`src/design/assert_macros.svh`:
```
// -----------------------------------------------------------------------------
// Assertion macros
// Clocked on clk, quiet while arst_n is low.
// -----------------------------------------------------------------------------
`ifndef ASSERT_MACROS_SVH
`define ASSERT_MACROS_SVH

// Consequent must hold in the same cycle as the antecedent
`define MLFD_ASSERT_NOW(lbl, ante, cons, msg) \
	lbl: assert property (@(posedge clk) disable iff (!arst_n) (ante) |-> (cons)) \
		else $error(msg);

// Consequent must hold in the cycle after the antecedent
`define MLFD_ASSERT_NEXT(lbl, ante, cons, msg) \
	lbl: assert property (@(posedge clk) disable iff (!arst_n) (ante) |=> (cons)) \
		else $error(msg);

`endif

```
`src/design/mlfd_pkg.sv`:
```
// -----------------------------------------------------------------------------
// mlfd_pkg
// Shared types and constants of the length-prefixed frame deframer.
// -----------------------------------------------------------------------------
`default_nettype none

package mlfd_pkg;

	localparam logic [7:0] MagicFirst  = 8'h4D; // 'M'
	localparam logic [7:0] MagicSecond = 8'h53; // 'S'

	localparam int LenW    = 16;
	localparam int CfgIdxW = 2;

	localparam logic [CfgIdxW-1:0] CfgMinLen = CfgIdxW'(0);
	localparam logic [CfgIdxW-1:0] CfgMaxLen = CfgIdxW'(1);

	localparam logic [LenW-1:0] MinLenReset = LenW'(2);
	localparam logic [LenW-1:0] MaxLenReset = LenW'(65535);

	// result queue between front and back
	localparam int QDepth = 4;
	localparam int QPtrW  = $clog2(QDepth);
	localparam int QCntW  = $clog2(QDepth + 1);

	typedef enum logic [1:0] {
		ST_PAYLOAD   = 2'd0,
		ST_BAD_MAGIC = 2'd1,
		ST_TOO_SHORT = 2'd2,
		ST_TOO_LONG  = 2'd3
	} status_t;

	typedef struct packed {
		logic [7:0] data;
		logic       first;
		logic       last;
		status_t    status;
	} result_t;

endpackage

`default_nettype wire

```
`src/design/mlfd_if.sv`:
```
// -----------------------------------------------------------------------------
// mlfd_if
// Channel interfaces: received bytes, frame results and register writes.
// -----------------------------------------------------------------------------
`default_nettype none

interface mlfd_rx_if;
	logic       valid;
	logic       ready;
	logic [7:0] in_byte;

	modport source (output valid, output in_byte, input ready);
	modport sink (input valid, input in_byte, output ready);
endinterface

interface mlfd_frame_if;
	logic       valid;
	logic       ready;
	logic [7:0] out_byte;
	logic       first_of_frame;
	logic       last_of_frame;
	logic [1:0] status;

	modport source (output valid, output out_byte, output first_of_frame,
		output last_of_frame, output status, input ready);
	modport sink (input valid, input out_byte, input first_of_frame,
		input last_of_frame, input status, output ready);
endinterface

interface mlfd_cfg_if;
	logic                            valid;
	logic                            ready;
	logic [mlfd_pkg::CfgIdxW-1:0]    index;
	logic [mlfd_pkg::LenW-1:0]       data;

	modport source (output valid, output index, output data, input ready);
	modport sink (input valid, input index, input data, output ready);
endinterface

`default_nettype wire

```
`src/design/mlfd_front.sv`:
```
// -----------------------------------------------------------------------------
// mlfd_front
// Header parser: checks magic and length, counts payload, classifies each byte.
// -----------------------------------------------------------------------------
`default_nettype none
`include "assert_macros.svh"

module mlfd_front (
	input  wire logic              clk,
	input  wire logic              arst_n,
	mlfd_rx_if.sink                rx,
	mlfd_cfg_if.sink               cfg,
	input  wire logic              push_ready,
	output logic                   push_valid,
	output mlfd_pkg::result_t      push_data
);

	typedef enum logic [1:0] {
		HDR_MAGIC0 = 2'd0,
		HDR_MAGIC1 = 2'd1,
		HDR_LEN_HI = 2'd2,
		HDR_LEN_LO = 2'd3
	} hdr_state_t;

	hdr_state_t                  hdr_q, hdr_d;
	logic                        in_payload_q, in_payload_d;
	logic                        magic_ok_q, magic_ok_d;
	logic [7:0]                  len_hi_q, len_hi_d;
	logic [mlfd_pkg::LenW-1:0]   left_q, left_d;
	logic                        first_pend_q, first_pend_d;
	logic [mlfd_pkg::LenW-1:0]   min_len_q, max_len_q;
	logic [mlfd_pkg::LenW-1:0]   frame_len;
	logic                        res_valid;
	mlfd_pkg::result_t           res;
	logic                        accept;

	assign rx.ready   = push_ready;
	assign cfg.ready  = 1'b1;
	assign accept     = rx.valid && rx.ready;
	assign frame_len  = {len_hi_q, rx.in_byte};
	assign push_valid = accept && res_valid;
	assign push_data  = res;

	always_comb begin
		hdr_d        = hdr_q;
		in_payload_d = in_payload_q;
		magic_ok_d   = magic_ok_q;
		len_hi_d     = len_hi_q;
		left_d       = left_q;
		first_pend_d = first_pend_q;
		res_valid    = 1'b0;
		res          = '{data: rx.in_byte, first: first_pend_q,
			last: (left_q <= mlfd_pkg::LenW'(1)), status: mlfd_pkg::ST_PAYLOAD};
		if (in_payload_q) begin
			res_valid    = 1'b1;
			first_pend_d = 1'b0;
			if (res.last) begin
				// frame done: back to hunting
				left_d       = '0;
				in_payload_d = 1'b0;
				hdr_d        = HDR_MAGIC0;
				magic_ok_d   = 1'b1;
				len_hi_d     = '0;
			end else begin
				left_d = left_q - mlfd_pkg::LenW'(1);
			end
		end else begin
			case (hdr_q)
				HDR_MAGIC0: begin
					magic_ok_d = (rx.in_byte == mlfd_pkg::MagicFirst);
					hdr_d      = HDR_MAGIC1;
				end
				HDR_MAGIC1: begin
					magic_ok_d = magic_ok_q && (rx.in_byte == mlfd_pkg::MagicSecond);
					hdr_d      = HDR_LEN_HI;
				end
				HDR_LEN_HI: begin
					len_hi_d = rx.in_byte;
					hdr_d    = HDR_LEN_LO;
				end
				HDR_LEN_LO: begin
					hdr_d      = HDR_MAGIC0;
					magic_ok_d = 1'b1;
					len_hi_d   = '0;
					res.data   = '0;
					res.first  = 1'b0;
					res.last   = 1'b0;
					// bad magic first, then too short, then too long
					if (!magic_ok_q) begin
						res_valid  = 1'b1;
						res.status = mlfd_pkg::ST_BAD_MAGIC;
					end else if (frame_len < min_len_q) begin
						res_valid  = 1'b1;
						res.status = mlfd_pkg::ST_TOO_SHORT;
					end else if (frame_len > max_len_q) begin
						res_valid  = 1'b1;
						res.status = mlfd_pkg::ST_TOO_LONG;
					end else if (frame_len != '0) begin
						in_payload_d = 1'b1;
						left_d       = frame_len;
						first_pend_d = 1'b1;
					end
				end
				default: begin
					hdr_d = HDR_MAGIC0;
				end
			endcase
		end
	end

	always_ff @(posedge clk or negedge arst_n) begin
		if (!arst_n) begin
			hdr_q        <= HDR_MAGIC0;
			in_payload_q <= 1'b0;
			magic_ok_q   <= 1'b1;
			len_hi_q     <= '0;
			left_q       <= '0;
			first_pend_q <= 1'b0;
			min_len_q    <= mlfd_pkg::MinLenReset;
			max_len_q    <= mlfd_pkg::MaxLenReset;
		end else begin
			if (accept) begin
				hdr_q        <= hdr_d;
				in_payload_q <= in_payload_d;
				magic_ok_q   <= magic_ok_d;
				len_hi_q     <= len_hi_d;
				left_q       <= left_d;
				first_pend_q <= first_pend_d;
			end
			if (cfg.valid && cfg.ready) begin
				case (cfg.index)
					mlfd_pkg::CfgMinLen: min_len_q <= cfg.data;
					mlfd_pkg::CfgMaxLen: max_len_q <= cfg.data;
					default: ;
				endcase
			end
		end
	end

	`MLFD_ASSERT_NOW(a_payload_count, in_payload_q, left_q != '0, "payload with no bytes left")
	`MLFD_ASSERT_NOW(a_hunt_idle, in_payload_q, hdr_q == HDR_MAGIC0, "payload mid header")
	`MLFD_ASSERT_NEXT(a_first_once, accept && in_payload_q, !first_pend_q, "first mark repeated")

endmodule

`default_nettype wire

```
`src/design/mlfd_queue.sv`:
```
// -----------------------------------------------------------------------------
// mlfd_queue
// Small result queue between the parser and the output stage.
// -----------------------------------------------------------------------------
`default_nettype none
`include "assert_macros.svh"

module mlfd_queue (
	input  wire logic              clk,
	input  wire logic              arst_n,
	input  wire logic              push_valid,
	input  wire mlfd_pkg::result_t push_data,
	output logic                   push_ready,
	input  wire logic              pop,
	output logic                   not_empty,
	output mlfd_pkg::result_t      head
);

	mlfd_pkg::result_t               entry_q [mlfd_pkg::QDepth];
	logic [mlfd_pkg::QPtrW-1:0]      wr_ptr_q, rd_ptr_q;
	logic [mlfd_pkg::QCntW-1:0]      count_q;
	logic                            do_push, do_pop;

	assign push_ready = (count_q != mlfd_pkg::QCntW'(mlfd_pkg::QDepth));
	assign not_empty  = (count_q != '0);
	assign head       = entry_q[rd_ptr_q];
	assign do_push    = push_valid && push_ready;
	assign do_pop     = pop && not_empty;

	always_ff @(posedge clk) begin
		if (do_push) begin
			entry_q[wr_ptr_q] <= push_data;
		end
	end

	always_ff @(posedge clk or negedge arst_n) begin
		if (!arst_n) begin
			wr_ptr_q <= '0;
			rd_ptr_q <= '0;
			count_q  <= '0;
		end else begin
			if (do_push) begin
				wr_ptr_q <= wr_ptr_q + mlfd_pkg::QPtrW'(1);
			end
			if (do_pop) begin
				rd_ptr_q <= rd_ptr_q + mlfd_pkg::QPtrW'(1);
			end
			case ({do_push, do_pop})
				2'b10:   count_q <= count_q + mlfd_pkg::QCntW'(1);
				2'b01:   count_q <= count_q - mlfd_pkg::QCntW'(1);
				default: count_q <= count_q;
			endcase
		end
	end

	`MLFD_ASSERT_NOW(a_no_overflow, push_valid, push_ready, "push into full queue")
	`MLFD_ASSERT_NOW(a_ptr_gap, 1'b1, count_q[mlfd_pkg::QPtrW-1:0] == mlfd_pkg::QPtrW'(wr_ptr_q - rd_ptr_q), "pointer and count disagree")

endmodule

`default_nettype wire

```
`src/design/mlfd_back.sv`:
```
// -----------------------------------------------------------------------------
// mlfd_back
// Output stage: draws results from the queue into the frame channel register.
// -----------------------------------------------------------------------------
`default_nettype none
`include "assert_macros.svh"

module mlfd_back (
	input  wire logic              clk,
	input  wire logic              arst_n,
	input  wire logic              not_empty,
	input  wire mlfd_pkg::result_t head,
	output logic                   pop,
	mlfd_frame_if.source           frame
);

	logic              out_valid_q;
	mlfd_pkg::result_t out_q;

	// refill whenever the register is empty or its request is being taken
	assign pop = not_empty && (!out_valid_q || frame.ready);

	assign frame.valid          = out_valid_q;
	assign frame.out_byte       = out_q.data;
	assign frame.first_of_frame = out_q.first;
	assign frame.last_of_frame  = out_q.last;
	assign frame.status         = out_q.status;

	always_ff @(posedge clk or negedge arst_n) begin
		if (!arst_n) begin
			out_valid_q <= 1'b0;
		end else if (pop) begin
			out_valid_q <= 1'b1;
		end else if (frame.ready) begin
			out_valid_q <= 1'b0;
		end
	end

	always_ff @(posedge clk) begin
		if (pop) begin
			out_q <= head;
		end
	end

	`MLFD_ASSERT_NOW(a_error_clean, out_valid_q && (out_q.status != mlfd_pkg::ST_PAYLOAD), (out_q.data == '0) && !out_q.first && !out_q.last, "error result carries payload marks")

endmodule

`default_nettype wire

```
`src/design/magic_length_frame_deframer.sv`:
```
// -----------------------------------------------------------------------------
// magic_length_frame_deframer
// Splits an 'M' 'S' length-prefixed byte stream into marked payload bytes and error results.
// -----------------------------------------------------------------------------
//  channel  dir   carries
//  rx       sink  in_byte, one stream byte per request
//  frame    src   out_byte, first_of_frame, last_of_frame, status
//  cfg      sink  index, data (0: min_payload_len, 1: max_payload_len)
//
//  One byte per cycle sustained while the result queue has room; a result passes
//  through the result queue and the output register before it is offered.
//  Rate is set by the header parser, which decides on each byte as it is taken; cfg is always ready.
//  Reset clears the parser and sets the limits to 2 and 65535, no clear pass.
//  A stalled frame fills a four-entry result queue, then rx.ready drops.
// -----------------------------------------------------------------------------
`default_nettype none

module magic_length_frame_deframer (
	input  wire logic    clk,
	input  wire logic    arst_n,
	mlfd_rx_if.sink      rx,
	mlfd_frame_if.source frame,
	mlfd_cfg_if.sink     cfg
);

	logic              push_valid, push_ready;
	mlfd_pkg::result_t push_data;
	logic              pop, not_empty;
	mlfd_pkg::result_t head;

	mlfd_front u_front (
		.clk        (clk),
		.arst_n     (arst_n),
		.rx         (rx),
		.cfg        (cfg),
		.push_ready (push_ready),
		.push_valid (push_valid),
		.push_data  (push_data)
	);

	mlfd_queue u_queue (
		.clk        (clk),
		.arst_n     (arst_n),
		.push_valid (push_valid),
		.push_data  (push_data),
		.push_ready (push_ready),
		.pop        (pop),
		.not_empty  (not_empty),
		.head       (head)
	);

	mlfd_back u_back (
		.clk       (clk),
		.arst_n    (arst_n),
		.not_empty (not_empty),
		.head      (head),
		.pop       (pop),
		.frame     (frame)
	);

endmodule

`default_nettype wire
```
`src/flat_wrapper.sv`:
```
// flat-port wrapper written by rule: the top's interface ports become plain ports
module magic_length_frame_deframer_flat 
  (clk, arst_n, rx_valid, rx_in_byte, rx_ready, frame_valid, frame_out_byte, frame_first_of_frame, frame_last_of_frame, frame_status, frame_ready, cfg_valid, cfg_index, cfg_data, cfg_ready);
  mlfd_rx_if rx_i ();
  mlfd_frame_if frame_i ();
  mlfd_cfg_if cfg_i ();
  input  wire logic clk;
  input  wire logic arst_n;
  input wire logic [$bits(rx_i.valid)-1:0] rx_valid;
  input wire logic [$bits(rx_i.in_byte)-1:0] rx_in_byte;
  output wire logic [$bits(rx_i.ready)-1:0] rx_ready;
  output wire logic [$bits(frame_i.valid)-1:0] frame_valid;
  output wire logic [$bits(frame_i.out_byte)-1:0] frame_out_byte;
  output wire logic [$bits(frame_i.first_of_frame)-1:0] frame_first_of_frame;
  output wire logic [$bits(frame_i.last_of_frame)-1:0] frame_last_of_frame;
  output wire logic [$bits(frame_i.status)-1:0] frame_status;
  input wire logic [$bits(frame_i.ready)-1:0] frame_ready;
  input wire logic [$bits(cfg_i.valid)-1:0] cfg_valid;
  input wire logic [$bits(cfg_i.index)-1:0] cfg_index;
  input wire logic [$bits(cfg_i.data)-1:0] cfg_data;
  output wire logic [$bits(cfg_i.ready)-1:0] cfg_ready;
  assign rx_i.valid = rx_valid;
  assign rx_i.in_byte = rx_in_byte;
  assign rx_ready = rx_i.ready;
  assign frame_valid = frame_i.valid;
  assign frame_out_byte = frame_i.out_byte;
  assign frame_first_of_frame = frame_i.first_of_frame;
  assign frame_last_of_frame = frame_i.last_of_frame;
  assign frame_status = frame_i.status;
  assign frame_i.ready = frame_ready;
  assign cfg_i.valid = cfg_valid;
  assign cfg_i.index = cfg_index;
  assign cfg_i.data = cfg_data;
  assign cfg_ready = cfg_i.ready;
  magic_length_frame_deframer u_core (.clk(clk), .arst_n(arst_n), .rx(rx_i), .frame(frame_i), .cfg(cfg_i));
endmodule
```
`config.mk`:
```
export PLATFORM = sky130hd
export DESIGN_NAME = magic_length_frame_deframer_flat
export DESIGN_NICKNAME = d
export VERILOG_FILES = /design/src/design/mlfd_pkg.sv /design/src/design/mlfd_if.sv /design/src/design/mlfd_front.sv /design/src/design/mlfd_queue.sv /design/src/design/mlfd_back.sv /design/src/design/magic_length_frame_deframer.sv /design/src/flat_wrapper.sv
export VERILOG_INCLUDE_DIRS = /design/src /design/src/design
export SDC_FILE = /design/constraint.sdc
export NUM_CORES = 1
export LEC_CHECK = 0
export CORE_ASPECT_RATIO = 1.1
export CORE_MARGIN = 2
export CORE_UTILIZATION = 55
export DETAILED_ROUTE_END_ITERATION = 6
export DONT_BUFFER_PORTS = 1
export PLACE_DENSITY_LB_ADDON = 0.25
export SLEW_MARGIN = 0
export SYNTH_ARGS = -nofsm -noshare
export SYNTH_HDL_FRONTEND = slang
export SYNTH_SLANG_ARGS = --single-unit
```
`constraint.sdc`:
```
create_clock -name clk -period 4.4 [get_ports clk]
set_input_delay 0.66 -clock clk [delete_from_list [all_inputs] [get_ports clk]]
set_output_delay 0.66 -clock clk [all_outputs]
set_load 0.005 [all_outputs]
```
# [After elaboration in Yosys (flattened, before gate mapping)]
# Memory sizes are Yosys's and may differ from the RTL's. A register that Yosys moved wholly into a read port is not among the register bits.
# Cells that the tools add are included.
[word_totals] output_inout_bits=15 word_cells=102 memories=1 in_bits=31 mem_bits_rw=48 ff_bits=69
[mem_list] memory="u_core.u_queue.entry_q" words=4 width=12 rd=1 rd_ports_with_merged_regs=1 write_ports=1 line="mlfd_queue.sv:19" source="mlfd_pkg::result_t entry_q [mlfd_pkg::QDepth];"
[classes] eq_ne=12 order_cmp=3 reduce_logical=25 muxes=44 add_sub_neg=5
[op_table] op="two-way mux 16 bit" n=7
[op_table] op="two-way mux 1 bit" n=24
[op_table] op="two-way mux 12 bit" n=2
[op_table] op="equality test 8 x 7 -> 1 bit (second input constant)" n=2
[op_table] op="greater-than comparator 16 bit" n=1
[op_table] op="<= comparator 16 x 1 -> 1 bit (second input constant)" n=1
[op_table] op="< comparator 16 bit" n=1
[op_table] op="two-way mux 8 bit" n=2
[op_table] op="one-hot mux 8 bit (2 select lines)" n=1
[op_table] op="nonzero test 16 bit" n=1
[op_table] op="subtractor 16 x 1 -> 16 bit (second input constant)" n=1
[op_table] op="two-way mux 2 bit" n=5
[op_table] op="nonzero test 2 bit" n=5
[op_table] op="one-hot mux 2 bit (4 select lines)" n=1
[op_table] op="equality test 2 x 1 -> 1 bit (second input constant)" n=3
[op_table] op="equality test 2 bit (second input constant)" n=3
[op_table] op="logical AND 1 bit" n=6
[op_table] op="one-hot mux 3 bit (2 select lines)" n=1
[op_table] op="AND reduction 2 bit" n=3
[op_table] op="AND reduction 3 bit" n=2
[op_table] op="AND reduction 6 bit" n=1
[op_table] op="nonzero test 3 bit" n=2
[op_table] op="adder 2 x 1 -> 2 bit (second input constant)" n=2
[op_table] op="logical NOT 2 bit" n=2
[op_table] op="9 further kinds" n=10

# [Logic depth before layout (Yosys ltp)]
[logic_depth] word_depth=10 ltp_mapped=15 depth_no_buf=15

# [Modules after synthesis]
# Synthesis repeated with hierarchy kept, for this count alone.
[unflattened] hier_cells=550 area_unflattened_um2=6561.3
[by_module_without_submodules] module="mlfd_front" cells_each=434 seq_area_each_um2=1549.0 area_per_inst_um2=3997.6 n_inst=1
[by_module_without_submodules] module="mlfd_queue" cells_each=100 seq_area_each_um2=1616.6 area_per_inst_um2=2159.6 n_inst=1
[by_module_without_submodules] module="mlfd_back" cells_each=16 seq_area_each_um2=385.4 area_per_inst_um2=404.1 n_inst=1

# [Least setup slack after synthesis]
# OpenSTA, ideal clock, no wires.
[synth_path] path_kind="in2reg" startpoint="input port rx_in_byte[5]" endpoint="register u_core.u_queue.count_q[2] (netlist name)" setup_ns=0.079 required_ns=4.321 path_stages=14 path_buffers=0 setup_slack_ns=1.209 arrival_ns=3.112 path_cell_list="ha_1 > a21oi_1 > o21ai_0 > a221o_1 > o31a_1 > nor2_1 > a311oi_2 > inv_1 > ha_1 > inv_1 > fa_1 > xor2_1 > nor2_1 > xor2_1"
[synth_via] elab_chain_cells=10 elab_cells_between_ends=13 cone_classes="order compare (2); eq/ne (2); mux (6); reduce/logical (3)"
[synth_rtl] element="start: declaration" line="flat_wrapper.sv:10" source="input wire logic [$bits(rx_i.in_byte)-1:0] rx_in_byte;"
[synth_rtl] element="greater-than comparator 16 bit" line="mlfd_front.sv:95" source="end else if (frame_len > max_len_q) begin"
[synth_rtl] element="two-way mux 1 bit" line="mlfd_front.sv:95"
[synth_rtl] element="two-way mux 1 bit *" line="mlfd_front.sv:92" source="end else if (frame_len < min_len_q) begin"
[synth_rtl] element="two-way mux 1 bit *" line="mlfd_front.sv:89" source="if (!magic_ok_q) begin"
[synth_rtl] element="two-way mux 1 bit *" line="mlfd_front.sv:68" source="case (hdr_q)"
[synth_rtl] element="two-way mux 1 bit *" line="mlfd_front.sv:54" source="if (in_payload_q) begin"
[synth_rtl] element="logical AND 1 bit *" line="mlfd_front.sv:41" source="assign push_valid = accept && res_valid;"
[synth_rtl] element="logical AND 1 bit *" line="mlfd_queue.sv:27" source="assign do_push = push_valid && push_ready;"
[synth_rtl] element="equality test 2 x 1 -> 1 bit / equality test 2 bit (equally long branches)" line="mlfd_queue.sv:48" source="case ({do_push, do_pop})"
[synth_rtl] element="one-hot mux 3 bit (2 select lines) / nonzero test 2 bit (equally long branches)"
[synth_rtl] element="end signal: assignment" line="mlfd_queue.sv:49" source="2'b10: count_q <= count_q + mlfd_pkg::QCntW'(1);"
[synth_rtl] element="end signal: assignment" line="mlfd_queue.sv:50" source="2'b01: count_q <= count_q - mlfd_pkg::QCntW'(1);"
[synth_rtl] element="end signal: assignment" line="mlfd_queue.sv:51" source="default: count_q <= count_q;"
[synth_rtl] element="end: declaration" line="mlfd_queue.sv:21" source="logic [mlfd_pkg::QCntW-1:0] count_q;"
# Every way passes the cells marked *; elsewhere a longest branch is shown, timed or not.
# A chain may end at the register's enable or synchronous reset.

# [Final worst setup path]
[layout_path] startpoint="register u_core.u_front.max_len_q[14] (netlist name)" endpoint="register u_core.u_queue.count_q[1] (netlist name)"
[layout_via] elab_chain_cells=10 elab_cells_between_ends=12 cone_classes="order compare (1); eq/ne (2); mux (6); reduce/logical (3)"
[layout_rtl] element="start: declaration" line="mlfd_front.sv:31" source="logic [mlfd_pkg::LenW-1:0] min_len_q, max_len_q;"
[layout_rtl] element="start signal: assignment" line="mlfd_front.sv:120" source="max_len_q <= mlfd_pkg::MaxLenReset;"
[layout_rtl] element="start signal: assignment" line="mlfd_front.sv:133" source="mlfd_pkg::CfgMaxLen: max_len_q <= cfg.data;"
[layout_rtl] element="greater-than comparator 16 bit *" line="mlfd_front.sv:95"
[layout_rtl] element="two-way mux 1 bit *" line="mlfd_front.sv:95"
[layout_rtl] element="two-way mux 1 bit *" line="mlfd_front.sv:92"
[layout_rtl] element="two-way mux 1 bit *" line="mlfd_front.sv:89"
[layout_rtl] element="two-way mux 1 bit *" line="mlfd_front.sv:68"
[layout_rtl] element="two-way mux 1 bit *" line="mlfd_front.sv:54"
[layout_rtl] element="logical AND 1 bit *" line="mlfd_front.sv:41"
[layout_rtl] element="logical AND 1 bit *" line="mlfd_queue.sv:27"
[layout_rtl] element="equality test 2 x 1 -> 1 bit / equality test 2 bit (equally long branches)" line="mlfd_queue.sv:48"
[layout_rtl] element="one-hot mux 3 bit (2 select lines) / nonzero test 2 bit (equally long branches)"
# Marks and branches as above.

==> run metrics <==
RePlAce Congestion=0.800; vias in the first global route=4242; number of detailed-route iterations in the first pass=4; Mapped Cells=526; CTS tree=yes; number of synthesized register bits=129; Pleak=2.92 nW; final hold viol count=0; Worst Clk Skew=0.00608 ns; relative slew slack=0.342; share of layout cells above drive strength 1=0.170; Inst Count DP=663; routed wire length=12800 um; Die Width=106 um; Worst Tran Pin Value=0.983 ns; vias=4035; starting density of the core=0.559; max cap viols=0; hold slack final=0.0850 ns; ANT cells=0; Synth async-reset ratio=0.535; most common cell after layout, fill and taps aside=edfxtp_1; IO Pins=46; grt ovf=0; Avg WL per Cell=18.4 um; drc violations=0; post-route ant nets=0; slowest stage delay, CP=0.52 ns; cts bufs inserted=17; Die Y=117 um; initial drt markers=229; post-synthesis sequential area ratio=0.561; R2R depth=13; f_max=0.270 GHz; Critical-path top delay cell=dfstp_2; P per Cell Area=687 nW/um^2; post-synth top area cell=edfxtp_1; total track usage=0.226; Worst Setup Path Type=reg2reg; arrival time at the worst endpoint=4.05 ns; Critical Path Stages=13; warnings from Yosys=0; core area=11300 um^2; Hold Crit Class=in2async; Clock Tree Buf Depth=2; final slew viol count=0; TNS Setup=0 ns; final std cells w/o fill=696; Worst Path Required=4.74 ns; final worst setup slack=0.694 ns; Final setup viols=0; initial antenna violation count=0; library cells used by synthesis=57; Mapped Avg Cell Area=12.0 um^2; Port Buf Inserts=0; later-pin clock latency in the skew report=0.42 ns; via-per-instance ratio=5.80; critical path cell sequence=inv_1 -> ha_1 -> nand4_1 -> nor4_1 -> a21boi_1 -> o31a_1 -> nor2_1 -> a311oi_2 -> inv_1 -> ha_1 -> inv_1 -> fa_1 -> o21ai_0; CP delay by family, top=compound AO/OA/AOI/OAI gates; crit start category=flip-flop; Sink Count=129; Synth-to-Final Area Change=12.6%; status=finished clean; largest cells by area after synthesis=edfxtp_1, dfrtp_1, ha_1; clock transition at the registers of the reported paths=0.06 ns; Final min period=3.71 ns; number of synthesized flops with an enable pin=60; CP Capture Type=flip-flop; PostCTS Resize Cnt=0; Place WS=0.801 ns; final period utilization=0.842; Die ar.=12400 um^2; Worst path most repeated cell=inv_1; pin count of the biggest net entering global routing=52; ys flop type=edfxtp_1; global-route wire length before repair=21300 um; Buf/Inv on CP=3; maximum VDD drop=0.274 mV; Nets=607; Clock Root Buffer=clkbuf_16; post-synth top area share=0.284; setup bufs post-CTS=0; Syn Nets=600; Post-Syn Area=6330 um^2; Core Rows=41; largest fanout on the critical path=7; final core area utilization=0.629; H-tree level count=4; Final HPWL DP=8740 um; most frequent cells in the layout=edfxtp_1, inv_1, nand2_1; RSZ-0062 raised after global routing=no
==> cell type report <==
class	count	area [um^2]
Sequential cell	129	3550
Timing Repair Buffer	5	57.6
Tap cell	150	188
Multi-Input combinational cell	324	2500
Clock inverter	13	186
Clock buffer	19	443
Fill cell	871	4200
Inverter	56	210
==> synthesized netlist by cell type, types with 3 or more instances <==
master / instances
edfxtp_1: 60
inv_1: 54
xor2_1: 3
xnor2_1: 3
and2_1: 13
or3_1: 3
o21a_1: 3
clkbuf_1: 11
o22ai_1: 5
nor4_1: 14
o31ai_1: 3
nor3_1: 13
nand4_1: 6
a22o_1: 3
nand3_1: 8
dfstp_2: 18
ha_1: 42
mux2i_1: 8
mux4_2: 12
a21oi_1: 18
nor2_1: 14
dfrtp_1: 51
a221o_1: 9
nand2_1: 53
o21ai_1: 5
o21ai_0: 33
nor3b_1: 3
nand2b_1: 3
mux2_2: 17
==> power by group <==
part | switching, mW | internal [mW] | total [mW]
clock network | 0.527 | 0.963 | 1.49
logic | 0.774 | 0.626 | 1.40
registers | 0.324 | 1.69 | 2.01
==> stage by stage <==
| step | power, mW | instance area (um^2) |
|---|---|---|
| 5_1_grt | 5.21 | 7130 |
| 2_1_floorplan | 3.06 | 6330 |
| 3_3_place_gp | 3.34 | 6480 |
| 6_report | 4.90 | 7130 |
| 4_1_cts | 4.93 | 7130 |
| 3_5_place_dp | 3.41 | 6480 |
==> worst register-to-register path, cell delays in order (launching register included) <==
cell	delay (ns)
dfstp_2	0.52
inv_1	0.04
ha_1	0.30
nand4_1	0.16
nor4_1	0.43
a21boi_1	0.24
o31a_1	0.33
nor2_1	0.13
a311oi_2	0.51
inv_1	0.10
ha_1	0.24
inv_1	0.07
fa_1	0.41
o21ai_0	0.15
==> cells by family after synthesis <==
logic type	share of synthesized area
other	0.000592
buffers and inverters	0.0466
AO/OA/AOI/OAI	0.0942
AND/OR/NAND/NOR	0.114
XOR/XNOR	0.00830
flip-flops	0.561
multiplexers	0.0891
adder cells (fa/ha/maj)	0.0861
==> path summary, 6_finish.rpt <==
kind / start / to / slack (ns)
max: u_core.u_front.max_len_q[14]$_DFFE_PN1P_ / u_core.u_queue.count_q[1]$_DFFE_PN0P_ / 0.69
min: arst_n / u_core.u_front.max_len_q[12]$_DFFE_PN1P_ / 0.08
max reg2reg: u_core.u_front.max_len_q[14]$_DFFE_PN1P_ / u_core.u_queue.count_q[1]$_DFFE_PN0P_ / 0.69
min reg2reg: u_core.u_front.first_pend_q$_DFFE_PN0P_ / u_core.u_front.first_pend_q$_DFFE_PN0P_ / 0.50
max in group asynchronous: arst_n / u_core.u_front.hdr_q[0]$_DFFE_PN0P_ / 4.07
min in group clk: frame_ready / u_core.u_back.frame.valid$_DFFE_PN0P_ / 0.34
==> per-layer routing <==
layer	track usage	wire length, um
met5	0	0
met1	0.265	5370
met2	0.405	6720
met4	0.0991	281
met3	0.0474	409
==> sequential cells by signal, indices dropped and copies added (netlist names) <==
name                                flops
u_core.u_back.frame.status              2
u_core.u_front.magic_ok_q               1
u_core.u_front.first_pend_q             1
u_core.u_front.in_payload_q             1
u_core.u_back.frame.first_of_frame      1
u_core.u_front.hdr_q                    2
u_core.u_queue.rd_ptr_q                 2
u_core.u_front.left_q                  16
u_core.u_back.frame.out_byte            8
u_core.u_front.len_hi_q                 8
u_core.u_front.max_len_q               16
u_core.u_queue.entry_q                 48
u_core.u_back.frame.last_of_frame       1
u_core.u_back.frame.valid               1
u_core.u_queue.wr_ptr_q                 2
u_core.u_queue.count_q                  3
u_core.u_front.min_len_q               16
==> timing repair <==
item | 4_1_cts | 5_1_grt
setup endpoints to repair | 0 | 0
hold buffers | 1 | 0
endpoints found under the hold margin | 51 | 0
(Power assumes the default switching activity.)
